==> config.mk <==
export PLATFORM = sky130hd
export DESIGN_NAME = sorted_timeout_queue
export DESIGN_NICKNAME = d
export VERILOG_FILES = /design/src/hw/rtl/stq_pkg.sv /design/src/hw/rtl/sorted_timeout_queue.sv /design/src/hw/rtl/stq_datapath.sv /design/src/hw/rtl/stq_ctrl.sv
export SDC_FILE = /design/constraint.sdc
export NUM_CORES = 2
export LEC_CHECK = 0
export BUFFER_PORTS_ARGS = -buffer_cell sky130_fd_sc_hd__buf_4
export CORE_ASPECT_RATIO = 0.7
export CORE_MARGIN = 8
export CORE_UTILIZATION = 60
export CTS_BUF_LIST = sky130_fd_sc_hd__clkbuf_4 sky130_fd_sc_hd__clkbuf_8
export DETAILED_ROUTE_END_ITERATION = 7
export PLACE_DENSITY = 0.77
export SLEW_MARGIN = 10
export SYNTH_ARGS = -nofsm -noshare
export SYNTH_HDL_FRONTEND = slang
export SYNTH_SLANG_ARGS = --single-unit
==> constraint.sdc <==
create_clock -name clk -period 15.9 [get_ports clk]
set_input_delay 3.975 -clock clk [delete_from_list [all_inputs] [get_ports clk]]
set_output_delay 3.975 -clock clk [all_outputs]
set_load 0.02 [all_outputs]
==> src/hw/rtl/stq_pkg.sv <==
package stq_pkg;

  localparam int CAPACITY = 16;
  localparam int IDX_W    = $clog2(CAPACITY);
  localparam int CNT_W    = $clog2(CAPACITY + 1);

  // operation codes
  localparam logic [2:0] OP_DELAY     = 3'd0;
  localparam logic [2:0] OP_TIMER     = 3'd1;
  localparam logic [2:0] OP_RM_TASK   = 3'd2;
  localparam logic [2:0] OP_RM_TIMER  = 3'd3;
  localparam logic [2:0] OP_CHECK     = 3'd4;

  // result kinds
  localparam logic [2:0] K_TASK     = 3'd0;
  localparam logic [2:0] K_TIMER    = 3'd1;
  localparam logic [2:0] K_NOTIMER  = 3'd2;
  localparam logic [2:0] K_DONE     = 3'd3;
  localparam logic [2:0] K_FULL     = 3'd4;
  localparam logic [2:0] K_NOTFOUND = 3'd5;

  typedef struct packed {
    logic [31:0] deadline;
    logic [7:0]  id;
    logic        is_timer;
    logic [31:0] period;
    logic        reload;
  } entry_t;

  // controller to datapath
  typedef struct packed {
    logic       load;
    logic       mul;
    logic       add;
    logic       ptr_clr;
    logic       ptr_inc;
    logic       ins;
    logic       rem;
    logic       snap;
    logic       reload;
    logic       out_load;
    logic [2:0] kind;
    logic       last;
  } cmd_t;

  // datapath to controller
  typedef struct packed {
    logic full;
    logic ptr_end;
    logic le;
    logic match;
    logic head_due;
    logic head_timer;
    logic head_rl;
    logic out_busy;
  } stat_t;

endpackage

==> src/hw/rtl/sorted_timeout_queue.sv <==
// channel  | handshake           | payload
// input    | in_valid / in_stall | op, current_tick, item_id, delay_ms,
//          |                     | timer_deadline, timer_period, auto_reload
// result   | out_valid/out_stall | kind, result_id, last
// config   | cfg_wen             | cfg_wdata (ticks_per_ms)
//
// one transaction at a time; a search or removal walks the entries, one
// entry a cycle, and a delay item first does a multiply and saturating add
// an expiry check releases due entries one at a time, and a reloaded timer
// is re-inserted by another walk
// synchronous active-high reset empties the queue and sets ticks_per_ms to 1
// a stalled result only holds the sequencer in its response step
module sorted_timeout_queue import stq_pkg::*; (
  input  logic        clk,
  input  logic        rst,
  input  logic        cfg_wen,
  input  logic [15:0] cfg_wdata,
  input  logic        in_valid,
  output logic        in_stall,
  input  logic [2:0]  op,
  input  logic [31:0] current_tick,
  input  logic [7:0]  item_id,
  input  logic [31:0] delay_ms,
  input  logic [31:0] timer_deadline,
  input  logic [31:0] timer_period,
  input  logic        auto_reload,
  output logic        out_valid,
  input  logic        out_stall,
  output logic [2:0]  kind,
  output logic [7:0]  result_id,
  output logic        last
);

  cmd_t  cmd;
  stat_t stat;

  // sequencer
  stq_ctrl u_ctrl (
    .clk      (clk),
    .rst      (rst),
    .in_valid (in_valid),
    .in_stall (in_stall),
    .op       (op),
    .stat     (stat),
    .cmd      (cmd)
  );

  // entry store and arithmetic
  stq_datapath u_dp (
    .clk            (clk),
    .rst            (rst),
    .cmd            (cmd),
    .stat           (stat),
    .cfg_wen        (cfg_wen),
    .cfg_wdata      (cfg_wdata),
    .op             (op),
    .current_tick   (current_tick),
    .item_id        (item_id),
    .delay_ms       (delay_ms),
    .timer_deadline (timer_deadline),
    .timer_period   (timer_period),
    .auto_reload    (auto_reload),
    .out_valid      (out_valid),
    .out_stall      (out_stall),
    .kind           (kind),
    .result_id      (result_id),
    .last           (last)
  );

endmodule

==> src/hw/rtl/stq_datapath.sv <==
module stq_datapath import stq_pkg::*; (
  input  logic        clk,
  input  logic        rst,
  input  cmd_t        cmd,
  output stat_t       stat,
  input  logic        cfg_wen,
  input  logic [15:0] cfg_wdata,
  input  logic [2:0]  op,
  input  logic [31:0] current_tick,
  input  logic [7:0]  item_id,
  input  logic [31:0] delay_ms,
  input  logic [31:0] timer_deadline,
  input  logic [31:0] timer_period,
  input  logic        auto_reload,
  output logic        out_valid,
  input  logic        out_stall,
  output logic [2:0]  kind,
  output logic [7:0]  result_id,
  output logic        last
);

  logic [15:0]      ticks_per_ms;
  entry_t           entries [CAPACITY];
  logic [CNT_W-1:0] count;
  logic [CNT_W-1:0] ptr;
  logic [2:0]       op_r;
  logic [31:0]      tick;
  logic [31:0]      dur;
  logic [31:0]      delta;
  logic [31:0]      key;
  entry_t           new_e;
  entry_t           ins_e;
  entry_t           head;
  logic [47:0]      prod;
  logic [32:0]      sum_add;
  logic [32:0]      sum_rel;
  entry_t           cur;

  assign prod    = dur * {16'd0, ticks_per_ms};
  assign sum_add = {1'b0, tick} + {1'b0, delta};
  assign sum_rel = {1'b0, head.deadline} + {1'b0, head.period};
  assign cur     = entries[ptr[IDX_W-1:0]];

  // entry written on insert: staged fields with the resolved deadline
  always_comb begin
    ins_e          = new_e;
    ins_e.deadline = key;
  end

  // status towards the controller
  always_comb begin
    stat.full       = (count == CNT_W'(CAPACITY));
    stat.ptr_end    = (ptr == count);
    stat.le         = (cur.deadline <= key);
    stat.match      = (cur.is_timer == (op_r == OP_RM_TIMER)) && (cur.id == new_e.id);
    stat.head_due   = (count != '0) && (entries[0].deadline <= tick);
    stat.head_timer = head.is_timer;
    stat.head_rl    = head.reload;
    stat.out_busy   = out_valid && out_stall;
  end

  // configuration register
  always_ff @(posedge clk) begin
    if (rst) begin
      ticks_per_ms <= 16'd1;
    end else if (cfg_wen) begin
      ticks_per_ms <= cfg_wdata;
    end
  end

  // operand capture, key arithmetic and head snapshot
  always_ff @(posedge clk) begin
    if (cmd.load) begin
      op_r           <= op;
      tick           <= current_tick;
      dur            <= delay_ms;
      key            <= timer_deadline;
      new_e.deadline <= timer_deadline;
      new_e.id       <= item_id;
      new_e.is_timer <= (op == OP_TIMER);
      new_e.period   <= (op == OP_TIMER) ? timer_period : 32'd0;
      new_e.reload   <= (op == OP_TIMER) ? auto_reload : 1'b0;
    end
    if (cmd.mul) begin
      delta <= (prod[47:32] != '0) ? 32'hFFFF_FFFF : prod[31:0];
    end
    if (cmd.add) begin
      key <= sum_add[32] ? 32'hFFFF_FFFF : sum_add[31:0];
    end
    if (cmd.snap) begin
      head <= entries[0];
    end
    if (cmd.reload) begin
      key            <= sum_rel[32] ? 32'hFFFF_FFFF : sum_rel[31:0];
      new_e.id       <= head.id;
      new_e.is_timer <= 1'b1;
      new_e.period   <= head.period;
      new_e.reload   <= 1'b1;
    end
  end

  // walk pointer and fill count
  always_ff @(posedge clk) begin
    if (rst) begin
      count <= '0;
      ptr   <= '0;
    end else begin
      if (cmd.ptr_clr) begin
        ptr <= '0;
      end else if (cmd.ptr_inc) begin
        ptr <= ptr + 1'b1;
      end
      if (cmd.ins) begin
        count <= count + 1'b1;
      end else if (cmd.rem) begin
        count <= count - 1'b1;
      end
    end
  end

  // entry cells: shift right on insert, left on removal
  always_ff @(posedge clk) begin
    for (int i = 0; i < CAPACITY; i++) begin
      if (cmd.ins) begin
        if (IDX_W'(i) == ptr[IDX_W-1:0]) begin
          entries[i] <= ins_e;
        end else if (i > 0 && IDX_W'(i) > ptr[IDX_W-1:0]) begin
          entries[i] <= entries[(i > 0) ? i - 1 : 0];
        end
      end else if (cmd.rem) begin
        if (i < CAPACITY - 1 && IDX_W'(i) >= ptr[IDX_W-1:0]) begin
          entries[i] <= entries[(i < CAPACITY - 1) ? i + 1 : i];
        end
      end
    end
  end

  // result register
  always_ff @(posedge clk) begin
    if (rst) begin
      out_valid <= 1'b0;
    end else if (cmd.out_load) begin
      out_valid <= 1'b1;
    end else if (!out_stall) begin
      out_valid <= 1'b0;
    end
  end

  always_ff @(posedge clk) begin
    if (cmd.out_load) begin
      kind      <= cmd.kind;
      last      <= cmd.last;
      result_id <= (cmd.kind == K_TASK || cmd.kind == K_TIMER) ? head.id : 8'd0;
    end
  end

endmodule

==> src/hw/rtl/stq_ctrl.sv <==
module stq_ctrl import stq_pkg::*; (
  input  logic       clk,
  input  logic       rst,
  input  logic       in_valid,
  output logic       in_stall,
  input  logic [2:0] op,
  input  stat_t      stat,
  output cmd_t       cmd
);

  typedef enum logic [3:0] {
    S_IDLE, S_MUL, S_ADD, S_SEARCH, S_INSERT, S_FIND, S_CHECK, S_POPPED, S_RESP
  } state_t;

  state_t     state;
  state_t     ret;
  logic [2:0] rkind;
  logic       rlast;
  logic       reinsert;
  logic       accept;

  assign in_stall = (state != S_IDLE);
  assign accept   = in_valid && (state == S_IDLE);

  // command decode
  always_comb begin
    cmd          = '0;
    cmd.kind     = rkind;
    cmd.last     = rlast;
    cmd.load     = accept;
    cmd.ptr_clr  = accept;
    cmd.mul      = (state == S_MUL);
    cmd.add      = (state == S_ADD);
    cmd.ptr_inc  = ((state == S_SEARCH) && !stat.ptr_end && stat.le) ||
                   ((state == S_FIND) && !stat.ptr_end && !stat.match);
    cmd.ins      = (state == S_INSERT);
    cmd.rem      = ((state == S_FIND) && !stat.ptr_end && stat.match) ||
                   ((state == S_CHECK) && stat.head_due);
    cmd.snap     = (state == S_CHECK) && stat.head_due;
    cmd.reload   = (state == S_POPPED) && stat.head_timer && stat.head_rl;
    if (cmd.reload) begin
      cmd.ptr_clr = 1'b1;
    end
    cmd.out_load = (state == S_RESP) && !stat.out_busy;
  end

  // sequencer
  always_ff @(posedge clk) begin
    if (rst) begin
      state    <= S_IDLE;
      ret      <= S_IDLE;
      rkind    <= K_DONE;
      rlast    <= 1'b1;
      reinsert <= 1'b0;
    end else begin
      case (state)
        S_IDLE: begin
          reinsert <= 1'b0;
          rlast    <= 1'b1;
          ret      <= S_IDLE;
          if (accept) begin
            case (op)
              OP_DELAY: state <= S_MUL;
              OP_TIMER: begin
                if (stat.full) begin
                  rkind <= K_FULL;
                  state <= S_RESP;
                end else begin
                  state <= S_SEARCH;
                end
              end
              OP_RM_TASK, OP_RM_TIMER: state <= S_FIND;
              OP_CHECK: state <= S_CHECK;
              default: begin
                rkind <= K_DONE;
                state <= S_RESP;
              end
            endcase
          end
        end
        S_MUL: state <= S_ADD;
        S_ADD: begin
          if (stat.full) begin
            rkind <= K_FULL;
            state <= S_RESP;
          end else begin
            state <= S_SEARCH;
          end
        end
        S_SEARCH: begin
          if (stat.ptr_end || !stat.le) begin
            state <= S_INSERT;
          end
        end
        S_INSERT: begin
          rkind <= reinsert ? K_TIMER : K_DONE;
          rlast <= 1'b1;
          ret   <= S_IDLE;
          state <= S_RESP;
        end
        S_FIND: begin
          if (stat.ptr_end) begin
            rkind <= K_NOTFOUND;
            state <= S_RESP;
          end else if (stat.match) begin
            rkind <= K_DONE;
            state <= S_RESP;
          end
        end
        S_CHECK: begin
          if (stat.head_due) begin
            state <= S_POPPED;
          end else begin
            rkind <= K_NOTIMER;
            rlast <= 1'b1;
            ret   <= S_IDLE;
            state <= S_RESP;
          end
        end
        S_POPPED: begin
          if (!stat.head_timer) begin
            rkind <= K_TASK;
            rlast <= 1'b0;
            ret   <= S_CHECK;
            state <= S_RESP;
          end else if (stat.head_rl) begin
            reinsert <= 1'b1;
            state    <= S_SEARCH;
          end else begin
            rkind <= K_TIMER;
            rlast <= 1'b1;
            ret   <= S_IDLE;
            state <= S_RESP;
          end
        end
        S_RESP: begin
          if (!stat.out_busy) begin
            state <= ret;
          end
        end
        default: state <= S_IDLE;
      endcase
    end
  end

endmodule

# Word-level counts from Yosys, hierarchy flattened
# Memories as Yosys holds them, arrays and structs flattened. A register that Yosys moved wholly into a read port is not among the register bits.
# Index checks and enable logic that the tools add are counted.
[word_totals]
regBits = 299
ramBits = 1184
input_bits = 161
out_inout_bits = 14
word_cells = 426
memories = 1
[classes]
add_sub_neg = 5
mul = 1
n_lt_le_gt_ge = 32
eq_ne = 43
muxes = 246
bitwise = 30
n_reduce_logical = 42
[memory_table]
columns = ["name", "depth", "word_bits", "rd", "rd_clocked_by_memory_dff", "wr", "line_no", "rtl"]
rows = [
  ["u_dp.entries", 16, 74, 17, 1, 16, "stq_datapath.sv:23", "entry_t entries [CAPACITY];"],
]
[ops]
columns = ["op", "count"]
rows = [
  ["$mux W74", 30],
  ["$mux W32", 6],
  ["$mux W1", 177],
  ["$mux W42", 2],
  ["$add A32 B32 Y33", 2],
  ["$le A32 B32 Y1", 2],
  ["$mux W4", 14],
  ["$mul A32 B16 Y48", 1],
  ["$pmux W4 S9", 1],
  ["$eq A4 B4 Y1 const A", 8],
  ["$gt A4 B4 Y1 const A", 8],
  ["$or A1 B1 Y1", 30],
  ["$ge A4 B4 Y1 const A", 7],
  ["$mux W3", 7],
  ["$pmux W3 S6", 1],
  ["$eq A3 B4 Y1 const A", 4],
  ["$eq A4 B3 Y1 const B", 4],
  ["$ge A3 B4 Y1 const A", 4],
  ["$gt A3 B4 Y1 const A", 4],
  ["$pmux W4 S4", 1],
  ["$reduce_bool A16 Y1", 1],
  ["$logic_and A1 B1 Y1", 13],
  ["$pmux W4 S3", 1],
  ["$add A5 B1 Y5 const B", 2],
  ["other kinds (40)", 69],
]

# Logic depth before layout (Yosys ltp)
[logic_depth]
depth_word = 9
ltp_mapped = 27
depth_no_buf = 24

# Cells and area by module
# Synthesis repeated with hierarchy kept, for this count alone.
[unflattened]
cells_unflattened = 8593
area_unflattened_um2 = 95584.2
[modules_own_cells]
columns = ["mod", "n_inst", "cells_each", "area_per_inst_um2", "seq_area_each_um2"]
rows = [
  ["stq_datapath", 1, 8468, 94658.3, 43932.1],
  ["stq_ctrl", 1, 125, 925.9, 200.2],
]

# Worst setup path before layout
# OpenSTA, ideal clock, no wires.
[synth_timing]
path_type = "reg2reg"
from = "register u_dp.tick[1]"
to = "memory u_dp.entries[0][0] (netlist name), enable pin"
setup_time_ps = 692
arrival_ps = 10252
required_ps = 15208
setup_slack_ps = 4956
stages_incl_launch_ff = 13
path_buffers = 0
synth_period_minus_slack_ps = 10944
cell_sequence = "edfxtp_1 > inv_1 > ha_1 > nor2b_1 > o21a_1 > o21a_1 > o21a_1 > o2111ai_1 > a31o_2 > a21boi_1 > clkinv_1 > nor3_2 > nor4_1"
[synth_lines]
columns = ["item", "line_no", "rtl"]
rows = [
  ["start, declared", "stq_datapath.sv:27", "logic [31:0] tick;"],
  ["start signal, assigned", "stq_datapath.sv:75", "tick <= current_tick;"],
  ["end, declared", "stq_datapath.sv:23", ""],
]

# Final worst setup path
[layout_timing]
from = "register u_dp.ticks_per_ms[13]"
to = "register u_dp.delta[25], data pin"
[layout_between]
elab_chain_len = 2
[layout_lines]
columns = ["item", "line_no", "rtl"]
rows = [
  ["start, declared", "stq_datapath.sv:22", "logic [15:0] ticks_per_ms;"],
  ["start signal, assigned", "stq_datapath.sv:67", "ticks_per_ms <= cfg_wdata;"],
  ["$mul A32 B16 Y48 *", "stq_datapath.sv:39", "assign prod = dur * {16'd0, ticks_per_ms};"],
  ["$reduce_bool A16 Y1", "stq_datapath.sv:85", "delta <= (prod[47:32] != '0) ? 32'hFFFF_FFFF : prod[31:0];"],
  ["end signal, assigned", "stq_datapath.sv:85", ""],
  ["end, declared", "stq_datapath.sv:29", "logic [31:0] delta;"],
]
# Every way passes the cells marked *; elsewhere a longest branch is shown, timed or not.
# A chain may end at the register's enable or synchronous reset.

==> PnR_summary.wiki <==
{| class="wikitable"
! Metric !! Value
|-
| Detailed Routing Iterations Pass 1 || 8
|-
| Clock latency at the later pin of the worst-skew pair || 1.02 ns
|-
| Detailed placer's ending HPWL || just over 200000 um
|-
| Fin Clk Skew || 0.0592 ns
|-
| Number of cells on the worst hold path || 0
|-
| Reg2Reg Capture Point || u_dp.delta[25]
|-
| Number of instances resized during post-cts repair || 0
|-
| Final nets || just over 9000
|-
| Number of distinct standard cells referenced by the synthesized netlist || 79
|-
| Unrepaired setup endpoints after global routing || no
|-
| Maximum resistive drop on vdd || 0.321 mV
|-
| Number of maximum-capacitance constraint violations || 0
|-
| Leading cell type in the layout, fill and taps excluded || edfxtp_1
|-
| Via count of the first global-routing pass || ~72000
|-
| Area share of the largest cell type after synthesis || a little under half
|-
| Depth of the worst register-to-register path || 21
|-
| Proportion of layout cells with a drive suffix above 1 || around an eighth
|-
| Hold Fails Final Rpt || 0
|-
| Outcome || finished with violations
|-
| # port buffers || 174
|-
| Floorplan core area || approximately 160000 um2
|-
| Number of nets with antenna violations after routing || 0
|-
| Quantity of hold-fixing buffers added after cts || 0
|-
| Initial Utilization || 60.3%
|-
| Start-to-end type of the worst setup path || reg2reg
|-
| Largest cells by area after synthesis || edfxtp_1 45%, mux2i_1 9.0%, fa_1 8.9%, mux4_2 4.7%, nand2_1 3.4%
|-
| HP Start || u_ctrl.rlast
|-
| Critical path launch point type || flop
|-
| Sequential cell area fraction in the yosys report || a little under half
|-
| Top cell type by total area after synthesis || edfxtp_1
|-
| Slack of the worst reg-to-reg path || approximately 7.7 ns
|-
| Asr flop ratio synth || 0%
|-
| Worst-case setup margin in the final layout || roughly 7.7 ns
|-
| Wire length of the first global-routing pass || 469000 um
|-
| Slew Limit Headroom || under 10%
|-
| Number of flops mapped to enable cells by yosys || 1441
|-
| Count of endpoints failing setup in the final report || 0
|-
| Synth-to-Final Area Change || 7.87%
|-
| Post-synthesis instance total || approximately 8500
|-
| Number of clock sinks seen by CTS || roughly 1500
|-
| Per-cell routed wire length || about 30 um
|-
| Tightest Hold Check Type || reg2reg
|-
| Post-Synthesis Cell Area || 95200 um2
|-
| WHS Endpoint || u_dp.last
|-
| Die boundary height || about 350 um
|-
| Via/cell ratio || between 6 and 7
|-
| Drt initial violations || between 10000 and 15000
|-
| Die Area || about 170000 um2
|-
| Number of synthesized register bits || 1484
|-
| Kind of end point of the critical path || flop
|-
| CTS tree || built
|-
| Number of antenna violations at the first check in global routing || 13
|-
| Cell at the root of the clock tree || clkbuf_8
|-
| Placed cell count || slightly above 10000
|-
| Min Tclk post-route || between 8 and 9 ns
|-
| Summed negative setup slack over all endpoints || 0 ns
|-
| Total Power || between 0.015 and 0.02 W
|-
| Ys flop type || edfxtp_1
|-
| Yosys synthesis warning count || 0
|-
| CP max FO || 33
|-
| Required time at the endpoint of the critical path || between 15 and 20 ns
|-
| Slew at the pin closest to its max-slew limit || 1.40 ns
|-
| Number of max-slew violations in the final report || 0
|-
| Leakage || approximately 39 nW
|-
| DRC violations left || 1
|-
| Violated checks || design-rule violations
|-
| Maximum number of pins on one net before global-route repair || between 100 and 150
|-
| Achievable Freq || between 100 and 150 MHz
|-
| WP data arrival || ~9 ns
|-
| Die extent in x || 492 um
|-
| Cell Rows || between 100 and 150
|-
| Clock buffer depth || 3
|-
| Total number of H-tree levels || 4
|-
| IO Pins || around 180
|-
| Leading cell types in the layout, fill and taps excluded || 1441 x edfxtp_1, 865 x nand2_1, 852 x mux2i_1
|-
| Total grt overflow || 0
|-
| Net Count, Synth || around 9400
|-
| Clk pin slew, worst setup/hold paths || 0.07 ns
|-
| Via total after detailed routing || 73600
|-
| Launching point of the worst reg2reg path || u_dp.ticks_per_ms[13]
|-
| Post-synthesis area per instance || between 10 and 15 um2
|-
| Post-Layout Cell Count || ~11000
|-
| Routability-driven placement congestion ratio || between 1 and 1.5
|-
| Post-Route WL || roughly 320000 um
|-
| Fraction of the cycle the final worst path needs || 51.9%
|-
| Number of buffers created by CTS || 222
|-
| Post-placement setup slack || between 7 and 8 ns
|-
| GRT Util Overall || a little over a third
|-
| Power per cell area || 187 nW/um2
|-
| Post-CTS setup buffers || 0
|}
[worst max-delay path, stage by stage, from the launching register on]
cell,delay (ns)
dfxtp_1,1.26
and2_1,0.29
fa_1,0.42
fa_1,0.51
fa_1,0.43
fa_1,0.47
fa_1,0.50
inv_1,0.05
fa_1,0.48
inv_1,0.04
ha_1,0.41
and2_1,0.29
nand3_1,0.17
nor3_1,0.51
a21boi_0,0.21
a21oi_1,0.52
a211oi_1,0.15
a2111oi_0,0.39
nand4_1,0.17
nor4_2,0.22
buf_4,0.34
nand2_1,0.11
[worst max path at each step]
stage / start / endpoint / slack (ns)
after detailed placement: u_dp.ticks_per_ms[11] / u_dp.delta[17] / 7.95
after global routing: u_dp.ticks_per_ms[13] / u_dp.delta[4] / 7.46
after global placement: u_dp.ticks_per_ms[1] / u_dp.delta[16] / 8.00
after floorplan: u_dp.tick[1] / u_dp.entries[0][0] / 4.96
final: u_dp.ticks_per_ms[13] / u_dp.delta[25] / 7.65
after CTS: u_dp.ticks_per_ms[11] / u_dp.delta[11] / 7.89
[layout make-up]
class	count	area [um2]
fillers	12000	55200
multi-input cells	5886	47000
flip-flops and latches	1484	44100
clock buffers	310	3770
well taps	2108	2640
repair buffers	319	2410
inverters	518	1950
clock inverters	94	702
diodes	12	30.0
[cell usage after synthesis, types with 18 or more instances]
cell	instances
xnor2_1	58
nand4_1	29
nand2_1	870
mux2_2	92
xor2_1	47
a22o_1	41
and3_1	18
nor2_1	840
o21a_1	29
buf_2	78
dfxtp_1	43
a21o_1	66
buf_1	57
and2_1	281
nor3_1	42
o31ai_1	38
a22oi_1	76
o22ai_1	179
mux4_2	200
o21ai_0	570
nor2b_1	20
ha_1	254
nand3_1	38
edfxtp_1	1441
mux2i_1	852
a21oi_1	538
mux2_1	60
o21ai_1	26
inv_1	514
fa_1	421
clkbuf_1	489
[flip-flops by register name (all words and copies together) (netlist names), 2 cells and up, named ones only]
register and flops:
u_dp.tick 32, u_ctrl.state 4, u_dp.kind 3, u_dp.ins_e 42, u_dp.result_id 8, u_dp.dur 32
u_dp.count 5, u_dp.key 32, u_dp.head 72, u_ctrl.rkind 3, u_dp.delta 32, u_dp.stat 2
u_dp.entries 1184, u_dp.ticks_per_ms 16, u_dp.op_r 3, u_dp.ptr 5
[kinds of logic after synthesis]
logic type	Yosys count	share of synthesized area, %
simple gates	2207	9.96
compound gates	1695	10.3
flops	1484	46.4
mux	1204	15.5
buf+inv	1151	4.71
fa+ha+maj	675	12.2
xor+xnor	105	0.966
[layer usage]
layer,vias up,wire length [um],track usage [%]
li1,30400,-,-
met4,4,19600,19.2
met1,35800,116000,48.9
met5,-,244,0.420
met3,1178,52900,14.1
met2,6279,131000,51.3
[report_power, final]
part / switching [W] / total (W) / internal, W
Clock: 0.00164 / 0.00329 / 0.00165
Combinational: 0.00587 / 0.00932 / 0.00345
Sequential: 0.000944 / 0.00658 / 0.00563
Total: 0.00845 / 0.0192 / 0.0107
[stage by stage]
step	util [%]	hold slack, ns	area (um2)
5_1_grt	65.0	0.453	103000
3_3_place_gp	62.2	0.423	98200
4_1_cts	65.0	0.436	103000
3_5_place_dp	62.2	0.421	98200
2_1_floorplan	-	0.402	95200
6_report	65.0	0.429	103000
Note: power is estimated with default switching activity, not from simulation.
